[config.mk]
export PLATFORM = sky130hd
export DESIGN_NAME = ssi_fifo
export DESIGN_NICKNAME = d
export VERILOG_FILES = /design/src/ssi_pkg.sv /design/src/ssi_fifo.sv
export SDC_FILE = /design/constraint.sdc
export NUM_CORES = 1
export LEC_CHECK = 0
export BUFFER_PORTS_ARGS = -buffer_cell sky130_fd_sc_hd__buf_2
export CORE_ASPECT_RATIO = 1.2
export CORE_MARGIN = 2
export CORE_UTILIZATION = 44
export CTS_BUF_LIST = sky130_fd_sc_hd__clkbuf_16
export CTS_CLUSTER_SIZE = 10
export DETAILED_ROUTE_END_ITERATION = 6
export PLACE_DENSITY = 0.67
export SYNTH_ARGS = -nofsm -noshare
export SYNTH_HDL_FRONTEND = slang
export SYNTH_SLANG_ARGS = --single-unit
[constraint.sdc]
create_clock -name clk -period 22.8 [get_ports clk]
set_input_delay 4.56 -clock clk [delete_from_list [all_inputs] [get_ports clk]]
set_output_delay 4.56 -clock clk [all_outputs]
set_load 0.02 [all_outputs]
[src/ssi_pkg.sv]
`timescale 1ns / 1ps
package ssi_pkg;

  localparam int COORD_W = 16;
  localparam int DIFF_W  = COORD_W + 1;
  localparam int PROD_W  = 2 * DIFF_W;
  localparam int SUM_W   = PROD_W + 1;
  localparam int NUM_W   = PROD_W + DIFF_W;
  localparam int QUO_W   = DIFF_W;

  typedef struct packed {
    logic signed [COORD_W-1:0] seg_a_start_x;
    logic signed [COORD_W-1:0] seg_a_start_y;
    logic signed [COORD_W-1:0] seg_a_end_x;
    logic signed [COORD_W-1:0] seg_a_end_y;
    logic signed [COORD_W-1:0] seg_b_start_x;
    logic signed [COORD_W-1:0] seg_b_start_y;
    logic signed [COORD_W-1:0] seg_b_end_x;
    logic signed [COORD_W-1:0] seg_b_end_y;
  } in_t;

  typedef struct packed {
    logic                      hit;
    logic signed [COORD_W-1:0] cross_x;
    logic signed [COORD_W-1:0] cross_y;
  } out_t;

  // classified request handed from front to back
  typedef struct packed {
    logic                      hit;
    logic [PROD_W-1:0]         den;
    logic [PROD_W-1:0]         tn;
    logic signed [DIFF_W-1:0]  dax;
    logic signed [DIFF_W-1:0]  day;
    logic signed [COORD_W-1:0] ax0;
    logic signed [COORD_W-1:0] ay0;
  } cls_t;

  typedef struct packed {
    logic push;
    logic pop;
  } qctl_t;

endpackage

[src/ssi_fifo.sv]
`timescale 1ns / 1ps
module ssi_fifo #(
  parameter int DEPTH = 8
) (
  input  logic          clk,
  input  logic          rst_n,
  input  ssi_pkg::qctl_t ctl,
  input  ssi_pkg::cls_t wr_data,
  output ssi_pkg::cls_t rd_data,
  output logic          empty,
  output logic [$clog2(DEPTH+1)-1:0] count
);
  import ssi_pkg::*;

  localparam int AW = (DEPTH > 1) ? $clog2(DEPTH) : 1;
  localparam int CW = $clog2(DEPTH + 1);

  cls_t mem_r [DEPTH];
  logic [AW-1:0] wp_r, rp_r, wp_nxt, rp_nxt;
  logic [CW-1:0] cnt_r, cnt_nxt;

  always_comb begin
    wp_nxt  = wp_r;
    rp_nxt  = rp_r;
    cnt_nxt = cnt_r;
    if (ctl.push) begin
      wp_nxt = (wp_r == AW'(DEPTH - 1)) ? '0 : wp_r + 1'b1;
    end
    if (ctl.pop) begin
      rp_nxt = (rp_r == AW'(DEPTH - 1)) ? '0 : rp_r + 1'b1;
    end
    if (ctl.push && !ctl.pop) begin
      cnt_nxt = cnt_r + 1'b1;
    end else if (!ctl.push && ctl.pop) begin
      cnt_nxt = cnt_r - 1'b1;
    end
  end

  always_ff @(posedge clk) begin
    if (!rst_n) begin
      wp_r  <= '0;
      rp_r  <= '0;
      cnt_r <= '0;
    end else begin
      wp_r  <= wp_nxt;
      rp_r  <= rp_nxt;
      cnt_r <= cnt_nxt;
    end
  end

  always_ff @(posedge clk) begin
    if (ctl.push) begin
      mem_r[wp_r] <= wr_data;
    end
  end

  assign rd_data = mem_r[rp_r];
  assign empty   = (cnt_r == '0);
  assign count   = cnt_r;

`ifndef SYNTHESIS
  a_no_overflow: assert property (@(posedge clk) disable iff (!rst_n)
    ctl.push && !ctl.pop |-> cnt_r < CW'(DEPTH))
    else $error("queue overflow");
  a_no_underflow: assert property (@(posedge clk) disable iff (!rst_n)
    ctl.pop |-> cnt_r != '0)
    else $error("queue underflow");
  a_count_bound: assert property (@(posedge clk) disable iff (!rst_n)
    cnt_r <= CW'(DEPTH))
    else $error("queue count out of range");
`endif

endmodule

# Word level (Yosys, flattened, before mapping)
# Memories as Yosys holds them, arrays and structs flattened. A register that Yosys moved wholly into a read port is not among the register bits.
# Cells that the tools add are included.
# word_totals
in_bits	139
ramBits	1080
regBits	10
elab_cells	24
memories	1
output_inout_bits	140
# mem_list
memory	words	word_bits	rd	rd_ports_with_merged_regs	write_ports	line_no	text
mem_r	8	135	1	1	1	ssi_fifo.sv:18	cls_t mem_r [DEPTH];
# op_classes
n_addsub	4
reduce_logical	6
muxes	8
eq_ne	2
# op_table
operator	n
$mux 3	4
$mux 4	2
$add 3x1->3 const B	2
$eq 3x3->1 const B	2
$add 4x1->4 const B	1
$logic_not 4->1	1
$sub 4x1->4 const B	1
$logic_and 1x1->1	2
$logic_not 1->1	2
$mux 1	2
$reduce_bool 2->1	1

# Depth between registers and ports, before layout
# logic_depth
ltp_word	4
mapped_depth	8
depth_no_buf	8

# Least setup slack after synthesis
# OpenSTA, ideal clock, no wires.
# synth_timing
path_type	input-to-reg
startpoint	input port ctl[1] in the netlist's numbering
endpoint	memory mem_r[0][0] in the netlist's numbering (enable)
n_path_buf	0
slack_ns	8.230
stages	2
setup_ns	0.795
t_required_ns	22.005
arrival_ns	13.775
path_cell_list	nand2b_1 -> nor3_1
# synth_between
elab_chain_cells	2
# synth_lines
item	line_no	text
start: declaration	ssi_fifo.sv:7	input ssi_pkg::qctl_t ctl,
$mux 1	ssi_fifo.sv:52	if (ctl.push) begin
$mux 1 (not written as such)	ssi_fifo.sv:53	mem_r[wp_r] <= wr_data;
end: declaration	ssi_fifo.sv:18	
# No other way between the ends.

==> results.ini <==
[floorplanning]
die_y_um=339
rows=122
ioPinCount=279
start_util=0.445
die_w_um=283
coreArea_um2=92500
dieArea_um2=96000

[finish]
fillers=7253
syn2layout_area_growth_pct=14.6
final_nets=2134
fin_util=0.510
fin_area_um2=47200
seq_area_um2=32700
drive_gt1_frac=0.422
multi_input_area_um2=8030

[drt]
num_vias=18000
first_pass_iters=5
drt-vias-per-instance=5.52
first_iter_violations=1238
wl_mm=82.7
route.detailed.drc=0
antenna_left=0
wl_per_cell_um=25.4

[synthesis]
post_synth.cell_area_avg_um2=25.2
synthCells=1633
ys_seq_area_frac=0.794
ys_warn_count=0
syn_nets=1780
syn_area_um2=41200
synth.ff_latch_count=1093
yosysUniqueCellTypes=26

[power_and_ir_drop]
intPower_mw=3.32
clkPwrFrac=0.387
p_leak_nw=15.0
ir_worst_vdd_mv=0.0563
power_density_nw_per_um2=88.9
power_frac_seq=0.541
switchingPower_mw=0.880
p_comb_frac=0.072
swShare=0.210

[place]
place.gp.congestion=0.700
place_area_um2=44000
io_buffers=278
dp_hpwl_mm=43.6

[sta]
hold_viol=0
setup_violations=0
max_freq_mhz=113
slew_headroom=0.120
report.final.slew_viol_count=0
rsz0062_at_grt=no
worst_hold_slack_ps=508
skew_ps=15.5
tightest_slew_ps=1320
period_minus_slack_ps=8880
fin_crit_sh=0.390
fin_setup_tns_ps=0

[clock_network]
cts_hold_buf=0
ctsResizeCount=0
cts_buffers=119
cts_tree=yes
cts_buffer_depth=3
cts_sinks=1093
insertion_delay_ps=660
clock-root-buffer=clkbuf_16
post_cts.repair.setup_buffers=0
cts.htree.levels=3
clk_pin_slew_worst_paths_ps=60

[critical_path]
cpMostUsedCell=buf_4
critical_path_depth=5
cp_cell_sequence=buf_4, buf_4, mux4_2, mux2_2, buf_2
worst-endpoint-arrival_ps=4320
critPathBufInv=3
worst_path_max_delay_cell=dfxtp_4
max_stage_delay_ps=850
end_kind=output port
r2r_cells=4
crit_family=buffers and inverters
critical_path.max_fanout=42
start_kind=register
crit_required_ps=18240
reg2reg_from=wp_r[0]
worstSetupPathType=reg2out

[global_route]
grt_pass1_vias=19600
grt_pass1_wl_mm=124
grt_max_degree=151
grt.overflow.total=0
grtUsageTotal=0.172
antenna_found_initial=15

[flow_run]
maxCapViolCount=0

[min_path]
worstHoldStart=count[3]
min_path_cells=2
holdCritPathClass=reg2reg

[outcome]
status=complete, no violations

[through the flow]
step / instances / setup slack [ps] / total power [mW]
finish: 3260 / 13920 / 4.20
global route: 3260 / 13510 / 4.34
CTS: 3257 / 13720 / 4.25
detailed placement: 3106 / 14460 / 2.62
global placement: 3106 / 14530 / 2.61
floorplan: 1633 / 8230 / 2.52
[sequential cells by signal, summed over array words and instances (netlist names), named ones only]
signal and count:
rp_r 3, count 4, wp_r 3, mem_r 1080
[cells by family (layout without fill, tap and decap cells)]
kind of cell               Yosys count  in the layout  share of synthesized area
xor gates and xnor gates             2              2                   0.000426
buffers and inverters               80            464                     0.0119
and+or+nand+nor                     33             33                    0.00398
adders and majority gates            8              8                    0.00261
AOI/OAI and AO/OA                    8              8                    0.00109
other                                0              3                          0
muxes                              409            409                      0.186
DFF                               1093           1093                      0.794
[per-layer routing]
layer,GRT usage,routed length (um)
met1,0.226,34300
met3,0.0404,4920
met5,0,157
met4,0.0470,1690
met2,0.290,41700
[Yosys cell counts]
library cell	number	area, um2
nor3_1	3	15.0
buf_6	22	248
dfxtp_1	13	260
mux4_2	270	6080
o22ai_1	1	6.26
a21oi_1	3	15.0
nand2_1	7	26.3
a211oi_1	1	7.51
nand2b_1	4	25.0
nor4_1	1	6.26
nand3_1	1	5.00
mux2i_1	4	40.0
o21ai_0	2	10.0
a31oi_1	1	6.26
inv_1	3	11.3
ha_1	7	87.6
buf_2	18	90.1
fa_1	1	20.0
buf_1	14	52.6
and2_1	4	25.0
nor2b_1	5	31.3
edfxtp_1	1080	32400
nor2_1	8	30.0
clkbuf_1	23	86.3
xnor2_1	2	17.5
mux2_2	135	1520
[final timing paths]
check / endpoint / slack (ps)
setup / recovery: rd_data[5] / 13920
hold / removal: count[3] / 510
setup reg to reg: mem_r[3][107] / 19970
hold reg to reg: count[3] / 510
[final cells by class]
class,count,share of cell area
Clock inverter,30,0.00403
Sequential cell,1093,0.693
Clock buffer,121,0.0642
Timing Repair Buffer,310,0.0351
Inverter,3,0.000239
Tap cell,1240,0.0329
Multi-Input combinational cell,460,0.170
Antenna cell,3,0.000159
[cells in the final DEF, fill, tap and decap left out, drive strengths merged, types with 4 or more instances in the layout]
cell type	count
nand2b	4
edfxtp	1080
inv	27
mux2	135
clkbuf	121
ha	7
dfxtp	13
mux4	270
clkinv	6
nor2b	5
nand2	7
buf	310
nor2	8
mux2i	4
and2	4
[power groups by stage]
stage | clock [mW] | combinational, mW | sequential [mW]
2_1_floorplan | 0 | 0.202 | 2.31
3_3_place_gp | 0 | 0.301 | 2.31
3_5_place_dp | 0 | 0.307 | 2.31
4_1_cts | 1.67 | 0.308 | 2.27
5_1_grt | 1.75 | 0.324 | 2.27
6_report | 1.63 | 0.301 | 2.27
[worst register-to-register path, cell delays in order (launching register included)]
cell	delay, ps
dfxtp_1	380
nand2_1	230
nor2_4	150
buf_4	740
buf_4	830
No activity file was read; power rests on OpenSTA's default activity.
